## src/hdl/npcm_pkg.sv

```systemverilog
package npcm_pkg;

   localparam int PALETTE_DEPTH_DEFAULT = 256;
   localparam int SLOT_LIMIT            = 256;

   localparam int CHAN_W  = 8;
   localparam int COLOR_W = 3 * CHAN_W;
   localparam int IDX_W   = 8;
   localparam int COUNT_W = 9;
   localparam int DIST_W  = 20;
   localparam int SQ_W    = 2 * CHAN_W;
   localparam int WEIGHT_W = 10;
   localparam int TERM_W  = 18;

   localparam logic [WEIGHT_W-1:0] RED_BASE  = 10'd512;
   localparam logic [WEIGHT_W-1:0] BLUE_BASE = 10'd767;

   localparam logic FUNC_LOAD  = 1'b0;
   localparam logic FUNC_MATCH = 1'b1;

   typedef struct packed {
      logic             valid;
      logic             last;
      logic [IDX_W-1:0] idx;
   } tag_type;

endpackage

```

## src/hdl/npcm_dist.sv

```systemverilog
module npcm_dist (
   input  logic                            clock,
   input  logic                            reset,
   input  logic [npcm_pkg::COLOR_W-1:0]    pix,
   input  logic [npcm_pkg::COLOR_W-1:0]    entry,
   input  npcm_pkg::tag_type               tag,
   output logic [npcm_pkg::DIST_W-1:0]     distance,
   output npcm_pkg::tag_type               dist_tag
);
   import npcm_pkg::*;

   logic [CHAN_W-1:0]   r1, g1, b1, r2, g2, b2;
   logic [CHAN_W:0]     rsum;
   logic [CHAN_W-1:0]   dr, dg, db;

   logic [CHAN_W-1:0]   rmean_ff, rmean_in;
   logic [SQ_W-1:0]     drsq_ff, drsq_in, dgsq_ff, dgsq_in, dbsq_ff, dbsq_in;
   logic [WEIGHT_W-1:0] wr, wb;
   logic [WEIGHT_W+SQ_W-1:0] pr, pb;
   logic [TERM_W-1:0]   tr_ff, tr_in, tg_ff, tg_in, tb_ff, tb_in;
   logic [DIST_W-1:0]   d_ff, d_in;
   tag_type             t1_ff, t2_ff, t3_ff;

   assign {r1, g1, b1} = pix;
   assign {r2, g2, b2} = entry;

   // stage 1: differences and squares
   always_comb begin
      rsum     = {1'b0, r1} + {1'b0, r2};
      rmean_in = rsum[CHAN_W:1];
      dr       = (r1 > r2) ? r1 - r2 : r2 - r1;
      dg       = (g1 > g2) ? g1 - g2 : g2 - g1;
      db       = (b1 > b2) ? b1 - b2 : b2 - b1;
      drsq_in  = {{CHAN_W{1'b0}}, dr} * {{CHAN_W{1'b0}}, dr};
      dgsq_in  = {{CHAN_W{1'b0}}, dg} * {{CHAN_W{1'b0}}, dg};
      dbsq_in  = {{CHAN_W{1'b0}}, db} * {{CHAN_W{1'b0}}, db};
   end

   // stage 2: weighted terms
   always_comb begin
      wr    = RED_BASE + {{(WEIGHT_W-CHAN_W){1'b0}}, rmean_ff};
      wb    = BLUE_BASE - {{(WEIGHT_W-CHAN_W){1'b0}}, rmean_ff};
      pr    = {{SQ_W{1'b0}}, wr} * {{WEIGHT_W{1'b0}}, drsq_ff};
      pb    = {{SQ_W{1'b0}}, wb} * {{WEIGHT_W{1'b0}}, dbsq_ff};
      tr_in = pr[TERM_W+7:8];
      tb_in = pb[TERM_W+7:8];
      tg_in = {dgsq_ff, 2'b00};
   end

   // stage 3: sum
   assign d_in = {2'b00, tr_ff} + {2'b00, tg_ff} + {2'b00, tb_ff};

   always_ff @(posedge clock) begin
      rmean_ff <= rmean_in;
      drsq_ff  <= drsq_in;
      dgsq_ff  <= dgsq_in;
      dbsq_ff  <= dbsq_in;
      tr_ff    <= tr_in;
      tg_ff    <= tg_in;
      tb_ff    <= tb_in;
      d_ff     <= d_in;
   end

   always_ff @(posedge clock) begin
      if (reset) begin
         t1_ff <= '0;
         t2_ff <= '0;
         t3_ff <= '0;
      end else begin
         t1_ff <= tag;
         t2_ff <= t1_ff;
         t3_ff <= t2_ff;
      end
   end

   assign distance = d_ff;
   assign dist_tag = t3_ff;

endmodule

```

## config.mk

```make
export PLATFORM = sky130hd
export DESIGN_NAME = npcm_dist
export DESIGN_NICKNAME = d
export VERILOG_FILES = /design/src/hdl/npcm_pkg.sv /design/src/hdl/npcm_dist.sv
export SDC_FILE = /design/constraint.sdc
export NUM_CORES = 1
export LEC_CHECK = 0
export CORE_ASPECT_RATIO = 1.75
export CORE_UTILIZATION = 55
export DETAILED_ROUTE_END_ITERATION = 7
export DONT_BUFFER_PORTS = 1
export PLACE_DENSITY = 0.7
export SLEW_MARGIN = 10
export SYNTH_ARGS = -nofsm -noshare
export SYNTH_HDL_FRONTEND = slang
export SYNTH_SLANG_ARGS = --single-unit
```

## constraint.sdc

```tcl
create_clock -name clock -period 8.3 [get_ports clock]
set_clock_uncertainty 0.2 [all_clocks]
set_input_delay 0.415 -clock clock [delete_from_list [all_inputs] [get_ports clock]]
set_output_delay 0.415 -clock clock [all_outputs]
set_load 0.02 [all_outputs]
```

==> flow_metrics.py, run 1 <==
metrics = {
    "logic_synthesis": {
        "muxShareOfSynthArea_pct": 0.497,
        "synth_compound_area_share_pct": 9.82,
        "synth_area_leaders": "fa_1, ha_1, dfxtp_1",
        "synth_edf_count": 0,
        "synth_xor_area_share_pct": 4.42,
        "yosys.area.top_type": "fa_1",
        "synth-simple-area-share_pct": 15.3,
        "synthArstFlopShare_pct": 0,
        "yosysMostFrequentCell": "inv_1",
        "synth.avg_cell_area_um2": 9.25,
        "ys_seq_elements": 154,
        "synthCells": 2203,
        "synthFlopType": "dfxtp_1",
        "seq_area_frac_synth_pct": 15.1,
        "synth_fa_ha_area_share_pct": 46.3,
        "synth.distinct_cells": 69,
        "netlist_area_um2": 20400,
        "synth_top_area_share_pct": 27.7,
        "ys.warnings.count": 0,
        "yosys-top-cells-count": "inv_1, ha_1, fa_1",
        "synth_top_family_by_area": "adder cells",
    },
    "timing": {
        "relSlewSlack_pct": 18.1,
        "setup_viol": 0,
        "fin_setup_tns_ns": 0,
        "slew_viol_final": 0,
        "fin_crit_sh_pct": 76.8,
        "layout_min_cycle_time_ns": 6.38,
        "setup_ws_ns": 1.92,
        "tightestPinTransition_ns": 1.23,
        "fmax_mhz": 157,
        "rsz0062_at_grt": "no",
        "hold_violations": 0,
    },
    "critical_path": {
        "cp-end-kind": "register",
        "rr_worst_depth": 14,
        "cpLargestDelayFamily": "adder cells",
        "path_cells": "inv_1, ha_1, a21o_1, nand4_1, a211oi_1, nor2_1, mux2i_1, nor2_1, fa_1, fa_1, inv_1, fa_1, fa_1, inv_1, ha_1, o21a_1, nor2_1, o31ai_1, a21o_1, a21oi_1, xor2_1",
        "crit_fanout": 11,
        "rrSetupSlack_ns": 1.94,
        "critical_path_required_ns": 8.43,
        "cp.depth": 21,
        "arrival_ns": 6.50,
        "critPathKind": "input port to register",
        "r2r-start": "rmean_ff[4]$_DFF_P_",
        "worst_setup_path_start_kind": "input port",
        "cp_num_buf_inv": 3,
        "cpMostUsedCell": "fa_1",
        "cpPeakStageDelay_ns": 0.71,
        "critPathSlowestCell": "mux2i_1",
        "timing.rr.end": "tr_ff[11]$_DFF_P_",
    },
    "clock_network": {
        "cts_tree": "built",
        "postCtsSetupBuffers": 0,
        "clockBufferDepth": 2,
        "clk_latency_ns": 0.45,
        "cts_num_sinks": 154,
        "h-tree-depth": 4,
        "root_buffer": "clkbuf_16",
        "post_cts_resize_count": 0,
        "clk_pin_slew_ns": 0.07,
        "cts_buffers": 17,
    },
    "route": {
        "ant_nets": 0,
        "vias": 14800,
        "avgRoutedWirePerCell_um": 16.5,
        "dr.first_iter.drc_count": 383,
        "drt-total-wl_mm": 44.3,
        "drcViolationCount": 0,
        "first_pass_iters": 8,
        "via_per_inst": 5.48,
    },
    "floorplan": {
        "core_um2": 36300,
        "io_pins": 90,
        "rows": 92,
        "start_util_pct": 56.2,
        "die_h_um": 257,
        "die_area_um2": 37900,
        "die_x_um": 148,
    },
    "cells_and_area": {
        "fillers": 3196,
        "nets": 2855,
        "instances_no_fill": 2693,
        "areaGrowthSynthToFinish_pct": 6.13,
        "fin_area_um2": 21600,
        "n_antenna_cell": 0,
        "drive_above_1_share_pct": 2.97,
    },
    "place": {
        "place_ws_ns": 1.55,
        "place_area_um2": 20900,
        "dp.cells": 2649,
        "gp_congestion": 0.885,
        "hpwlAfterDp_mm": 36.3,
        "portBuffers": 0,
    },
    "global_routing": {
        "antenna_found_initial": 0,
        "grt_pass1_wl_mm": 76.4,
        "grt_usage_pct": 25.4,
        "grt_max_degree": 31,
        "grt_pass1_vias": 16600,
        "grt_overflow": 0,
    },
    "run_status": {
        "outcome": "completed",
    },
    "worst_hold_path": {
        "hold_depth": 2,
        "min_from": "pix[23]",
        "hold_end": "rmean_ff[7]$_DFF_P_",
        "hp-class": "input port to register",
    },
    "job": {
        "cap_violations": 0,
    },
}
[cells in the final DEF, fill, tap and decap left out, types with 11 or more instances in the layout]
master	netlist	final
nor3_1	21	21
nand2_1	102	102
nor2b_1	116	116
xor2_1	28	28
conb_1	2	12
xnor2_1	73	73
o21a_1	20	20
nand3_1	20	20
and2_1	80	80
nand2b_1	62	62
dlygate4sd3_1	0	12
a21oi_1	95	95
nor2_1	124	124
clkbuf_16	0	17
dfxtp_1	154	154
ha_1	303	303
o21ai_0	46	46
inv_1	415	415
a211oi_1	11	11
fa_1	282	282
a21o_1	41	41
o21bai_1	18	18
[worst max path at each step]
stage | end | slack (ns) | from
after floorplan | dbsq_ff[13]$_DFF_P_ | 2.17 | pix[0]
after global placement | dbsq_ff[13]$_DFF_P_ | 1.72 | pix[0]
after detailed placement | dbsq_ff[13]$_DFF_P_ | 1.55 | pix[0]
after CTS | dbsq_ff[13]$_DFF_P_ | 2.02 | pix[0]
after global routing | drsq_ff[15]$_DFF_P_ | 1.56 | pix[18]
final | drsq_ff[15]$_DFF_P_ | 1.92 | pix[18]
[what timing repair did]
| action | in CTS | in global routing |
|---|---|---|
| endpoints found under the setup margin | 0 | 0 |
| hold buffers | 12 | 0 |
| hold endpoints to repair | 31 | 0 |
[state kept, by name (all words and copies together) (netlist names)]
| register | count |
|---|---|
| dbsq_ff | 15 |
| dgsq_ff | 15 |
| dist_tag | 10 |
| distance | 20 |
| drsq_ff | 15 |
| rmean_ff | 8 |
| t1_ff | 10 |
| t2_ff | 10 |
| tb_ff | 18 |
| tg_ff | 15 |
| tr_ff | 18 |
[per-stage QoR]
| stage | hold slack, ns | utilization, % |
|---|---|---|
| global route | 0.0556 | 59.7 |
| detailed placement | 0.112 | 57.7 |
| CTS | 0.00411 | 59.7 |
| floorplan | 0.110 | - |
| finish | 0.0144 | 59.7 |
| global placement | 0.113 | 57.7 |
[logic make-up after synthesis]
| group | count (synthesis) |
|---|---|
| fa+ha+maj | 585 |
| other cells | 2 |
| mux | 10 |
| compound gates | 301 |
| simple gates | 591 |
| flops | 154 |
| buf+inv | 458 |
| xor+xnor | 102 |
[cell type report]
type	instances	area (um2)	share of cell area [%]
timing repair buffer	21	188	0.868
sequential	154	3080	14.3
clock inverter	14	176	0.816
tap	470	588	2.72
clock buffer	18	429	1.98
inverter	415	1560	7.20
multi-input combinational	1601	15600	72.2
[layer usage]
metal	share of wire (%)	wire length [um]	global-route usage (%)
met5	0	0	0
met4	5.1	2270	14.0
met3	2.0	896	2.33
met1	34	15300	23.7
met2	58	25900	52.0
Power of run 1 is not shown: default switching activity piles up to over one toggle a cycle in this logic, so the estimate is an artifact.
==> run 2, diff against run 1 <==
==> constraint.sdc (replaced) <==
create_clock -name clock -period 6.6 [get_ports clock]
set_clock_uncertainty 0.2 [all_clocks]
set_input_delay 0.33 -clock clock [delete_from_list [all_inputs] [get_ports clock]]
set_output_delay 0.33 -clock clock [all_outputs]
set_load 0.02 [all_outputs]
==> flow_metrics.py, run 2 (synthesis results as in run 1) <==
metrics = {
    "timing": {
        "hold_violations": 0,
        "rsz0062_at_grt": "no",
        "fin_crit_sh_pct": 93.6,
        "setup_viol": 0,
        "layout_min_cycle_time_ns": 6.17,
        "fmax_mhz": 162,
        "fin_setup_tns_ns": 0,
        "relSlewSlack_pct": 20.8,
        "tightestPinTransition_ns": 1.19,
        "slew_viol_final": 0,
    },
    "critical_path": {
        "crit_fanout": 17,
        "r2r-start": "rmean_ff[1]$_DFF_P_",
        "cp_num_buf_inv": 4,
        "cpMostUsedCell": "fa_1",
        "path_cells": "buf_4, nand2_1, fa_1, inv_1, fa_1, inv_1, fa_1, inv_1, fa_1, fa_1, ha_1, a21oi_1, o31ai_1, a221oi_1, o31a_1, nand3b_1, nand2_1, a311oi_1",
        "cp.depth": 18,
        "worst_setup_path_start_kind": "register",
        "rr_worst_depth": 18,
        "critPathKind": "register to register",
        "cpPeakStageDelay_ns": 0.94,
        "cpLargestDelayFamily": "adder cells",
        "critical_path_required_ns": 6.72,
        "arrival_ns": 6.30,
        "timing.rr.end": "tr_ff[17]$_DFF_P_",
        "rrSetupSlack_ns": 0.43,
        "cp-end-kind": "register",
        "critPathSlowestCell": "dfxtp_1",
        "crit_end": "tr_ff[17]$_DFF_P_",
        "crit_start": "rmean_ff[1]$_DFF_P_",
    },
    "clock_network": {
        "clk_latency_ns": 0.45,
        "root_buffer": "clkbuf_16",
        "cts_tree": "built",
        "clockBufferDepth": 2,
        "h-tree-depth": 4,
        "clk_pin_slew_ns": 0.07,
        "cts_buffers": 17,
        "cts_num_sinks": 154,
    },
    "route": {
        "vias": 14700,
        "drcViolationCount": 0,
        "via_per_inst": 5.40,
        "ant_nets": 0,
        "dr.first_iter.drc_count": 468,
        "first_pass_iters": 4,
        "drt-total-wl_mm": 44.6,
        "avgRoutedWirePerCell_um": 16.3,
    },
    "floorplan": {
        "start_util_pct": 56.2,
        "rows": 92,
        "die_x_um": 148,
        "die_area_um2": 37900,
        "core_um2": 36300,
        "die_h_um": 257,
        "io_pins": 90,
    },
    "job": {
        "cap_violations": 0,
    },
    "place": {
        "portBuffers": 0,
        "hpwlAfterDp_mm": 36.7,
        "gp_congestion": 0.888,
    },
    "cells_and_area": {
        "areaGrowthSynthToFinish_pct": 7.47,
        "final_common_cell": "inv_1",
        "largest_reg_flops": 20,
        "fillers": 3183,
        "n_antenna_cell": 0,
        "nets": 2891,
        "final_cell_mix": "inv_1, ha_1, fa_1, dfxtp_1, nor2_1",
        "drive_above_1_share_pct": 4.43,
    },
    "global_routing": {
        "grt_overflow": 0,
        "grt_max_degree": 31,
        "grt_pass1_vias": 16400,
        "grt_usage_pct": 25.2,
        "grt_pass1_wl_mm": 75.5,
        "antenna_found_initial": 0,
    },
    "run_status": {
        "outcome": "completed",
    },
    "worst_hold_path": {
        "hp-class": "input port to register",
    },
}
==> run 2: worst min path at each step <==
stage | to | slack, ns | cells after the start | start
floorplan | tg_ff[10]$_DFF_P_ | 0.11 | 0 | dgsq_ff[8]$_DFF_P_
global placement | tg_ff[17]$_DFF_P_ | 0.11 | 0 | dgsq_ff[15]$_DFF_P_
detailed placement | tg_ff[16]$_DFF_P_ | 0.11 | 0 | dgsq_ff[14]$_DFF_P_
CTS | rmean_ff[7]$_DFF_P_ | 0.03 | 3 | entry[22]
global route | rmean_ff[7]$_DFF_P_ | 0.07 | 3 | entry[22]
finish | rmean_ff[7]$_DFF_P_ | 0.02 | 3 | entry[22]
==> run 2: final cells by class <==
class	instances	area [um2]	share of cell area, %
clock inverters	12	159	0.726
inverters	415	1560	7.11
flip-flops and latches	154	3080	14.1
repair buffers	57	460	2.10
well taps	470	588	2.68
multi-input cells	1601	15600	71.3
clock buffers	20	447	2.04
==> run 2: through the flow <==
step	setup slack (ns)	hold WS (ns)	cell area [um2]	instances	util, %
floorplan	0.552	0.110	20400	2213	-
global placement	0.233	0.112	21200	2684	58.4
detailed placement	0.138	0.112	21200	2684	58.4
CTS	0.393	0.0285	21900	2729	60.4
global route	0.104	0.0731	21900	2729	60.4
finish	0.425	0.0230	21900	2729	60.4
==> run 2: metal layers <==
metal	vias to the layer above	share of wire [%]	GRT usage (%)
li1	7067	-	-
met1	7309	35	23.7
met2	244	58	51.0
met3	128	2.0	2.46
met4	0	5.9	14.8
met5	-	0	0
==> run 2: worst reg2reg max path: stages (launching register included) <==
cell and delay, ns:
dfxtp_1 0.94, buf_4 0.27, nand2_1 0.08, fa_1 0.54
inv_1 0.05, fa_1 0.50, inv_1 0.05, fa_1 0.53
inv_1 0.07, fa_1 0.51, fa_1 0.42, ha_1 0.35
a21oi_1 0.20, o31ai_1 0.09, a221oi_1 0.31, o31a_1 0.30
nand3b_1 0.15, nand2_1 0.07, a311oi_1 0.39
==> run 2: repair_timing <==
action	CTS	global route
gates resized for setup	0	0
setup buffers	0	0
hold buffers	13	0
hold endpoints to repair	31	0
Power of run 2 is left out for the same reason.
==> run 3, diff against run 2 <==
--- a/config.mk
+++ b/config.mk
@@ -7,6 +7,7 @@
 export LEC_CHECK = 0
 export CORE_ASPECT_RATIO = 1.75
 export CORE_UTILIZATION = 55
+export CTS_BUF_LIST = sky130_fd_sc_hd__clkbuf_8
 export DETAILED_ROUTE_END_ITERATION = 7
 export DONT_BUFFER_PORTS = 1
 export PLACE_DENSITY = 0.7
==> flow_metrics.py, run 3 (synthesis results as in run 1) <==
metrics = {
    "run_status": {
        "outcome": "completed",
    },
    "route": {
        "first_pass_iters": 5,
        "ant_nets": 0,
        "dr_wl_met3_mm": 1.05,
        "drt-total-wl_mm": 44.4,
        "top_layer": "met4",
        "dr.first_iter.drc_count": 469,
        "drcViolationCount": 0,
        "avgRoutedWirePerCell_um": 16.3,
        "vias": 14800,
        "wl_met2_mm": 25.7,
        "via_per_inst": 5.42,
        "m1WireLength_mm": 15.2,
    },
    "worst_hold_path": {
        "hp-class": "input port to register",
    },
    "cells_and_area": {
        "nets": 2893,
        "fin_util_pct": 59.9,
        "final_cell_mix": "inv_1, ha_1, fa_1, dfxtp_1, nor2_1",
        "areaGrowthSynthToFinish_pct": 6.64,
        "fillers": 3221,
        "final_common_cell": "inv_1",
        "fin_area_um2": 21700,
        "largest_reg_flops": 20,
        "drive_above_1_share_pct": 4.42,
    },
    "timing": {
        "hold_violations": 0,
        "setup_viol": 0,
        "relSlewSlack_pct": 22.8,
        "fmax_mhz": 162,
        "layout_min_cycle_time_ns": 6.19,
        "rsz0062_at_grt": "no",
        "fin_setup_tns_ns": 0,
        "fin_crit_sh_pct": 93.8,
        "tightestPinTransition_ns": 1.16,
        "slew_viol_final": 0,
    },
    "clock_network": {
        "post_cts_resize_count": 0,
        "cts_buffers": 17,
        "cts_num_sinks": 154,
        "cts_tree": "built",
        "root_buffer": "clkbuf_8",
        "clockBufferDepth": 2,
        "h-tree-depth": 4,
        "clk_latency_ns": 0.49,
        "clk_pin_slew_ns": 0.10,
    },
    "critical_path": {
        "crit_fanout": 17,
        "crit_start": "rmean_ff[1]$_DFF_P_",
        "cp_num_buf_inv": 4,
        "critical_path_required_ns": 6.75,
        "rrSetupSlack_ns": 0.41,
        "cp.depth": 18,
        "rr_worst_depth": 18,
        "cpMostUsedCell": "fa_1",
        "timing.rr.end": "tr_ff[17]$_DFF_P_",
        "path_cells": "buf_4, nand2_1, fa_1, inv_1, fa_1, inv_1, fa_1, inv_1, fa_1, fa_1, ha_1, a21oi_1, o31ai_1, a221oi_1, o31a_1, nand3b_1, nand2_1, a311oi_1",
        "r2r-start": "rmean_ff[1]$_DFF_P_",
        "arrival_ns": 6.34,
        "critPathSlowestCell": "dfxtp_1",
        "worst_setup_path_start_kind": "register",
        "crit_end": "tr_ff[17]$_DFF_P_",
        "cp-end-kind": "register",
        "cpPeakStageDelay_ns": 0.97,
        "cpLargestDelayFamily": "adder cells",
        "critPathKind": "register to register",
    },
    "floorplan": {
        "die_area_um2": 37900,
        "rows": 92,
        "die_x_um": 148,
        "core_um2": 36300,
        "start_util_pct": 56.2,
        "io_pins": 90,
        "die_h_um": 257,
    },
    "place": {
        "hpwlAfterDp_mm": 36.7,
        "portBuffers": 0,
        "gp_congestion": 0.888,
        "place_area_um2": 21200,
    },
    "global_routing": {
        "antenna_found_initial": 1,
        "grt_max_degree": 31,
        "grt_pass1_wl_mm": 75.3,
        "grt_pass1_vias": 16400,
        "grt_overflow": 0,
        "grt_usage_pct": 25.1,
    },
    "job": {
        "cap_violations": 0,
    },
}
==> run 3: cell count changes in the layout (fill, tap and decap cells not counted), sizes merged <==
cell	before	now
clkbuf	20	18
diode	0	1
dlygate4sd3	13	15
inv	420	422
==> run 3: worst register-to-register path, stage by stage (launching register included) <==
cell      delay (ns)
dfxtp_1         0.97
buf_4           0.28
nand2_1         0.08
fa_1            0.54
inv_1           0.05
fa_1            0.50
inv_1           0.05
fa_1            0.53
inv_1           0.07
fa_1            0.50
fa_1            0.42
ha_1            0.35
a21oi_1         0.20
o31ai_1         0.09
a221oi_1        0.31
o31a_1          0.30
nand3b_1        0.15
nand2_1         0.07
a311oi_1        0.37
==> run 3: repair_timing <==
item                                   in CTS  in global routing
setup endpoints to repair                   0                  0
setup buffers                               0                  0
endpoints found under the hold margin      32                  0
hold buffers                               15                  0
==> run 3: metrics by stage <==
stage	std cells	worst slack (ns)	hold WS (ns)
6_report	2732	0.409	0.0144
5_1_grt	2732	0.0972	0.0472
4_1_cts	2731	0.383	0.00185
3_5_place_dp	2684	0.138	0.112
3_3_place_gp	2684	0.233	0.112
2_1_floorplan	2213	0.552	0.110
==> run 3: worst min-delay path by stage <==
stage | start | end | slack [ns] | cells past startpoint
4_1_cts | pix[18] | rmean_ff[2]$_DFF_P_ | 0.002 | 3
2_1_floorplan | dgsq_ff[8]$_DFF_P_ | tg_ff[10]$_DFF_P_ | 0.11 | 0
3_5_place_dp | dgsq_ff[14]$_DFF_P_ | tg_ff[16]$_DFF_P_ | 0.11 | 0
3_3_place_gp | dgsq_ff[15]$_DFF_P_ | tg_ff[17]$_DFF_P_ | 0.11 | 0
5_1_grt | pix[18] | rmean_ff[2]$_DFF_P_ | 0.05 | 3
6_report | pix[18] | rmean_ff[2]$_DFF_P_ | 0.01 | 3
==> run 3: final cells by class <==
type | instances | area (um2) | share of cell area (%)
sequential | 154 | 3080 | 14.2
clock buffer | 18 | 248 | 1.14
inverter | 415 | 1560 | 7.17
timing repair buffer | 59 | 480 | 2.21
clock inverter | 14 | 166 | 0.766
tap | 470 | 588 | 2.71
multi-input combinational | 1601 | 15600 | 71.8
antenna | 1 | 2.50 | 0.0115
==> run 3: routing by layer <==
layer | GRT usage [%] | up-vias
met5 | 0 | -
met4 | 14.1 | 0
met3 | 2.31 | 128
met2 | 51.0 | 288
met1 | 23.7 | 7321
li1 | - | 7069
Power of run 3 is left out for the same reason.
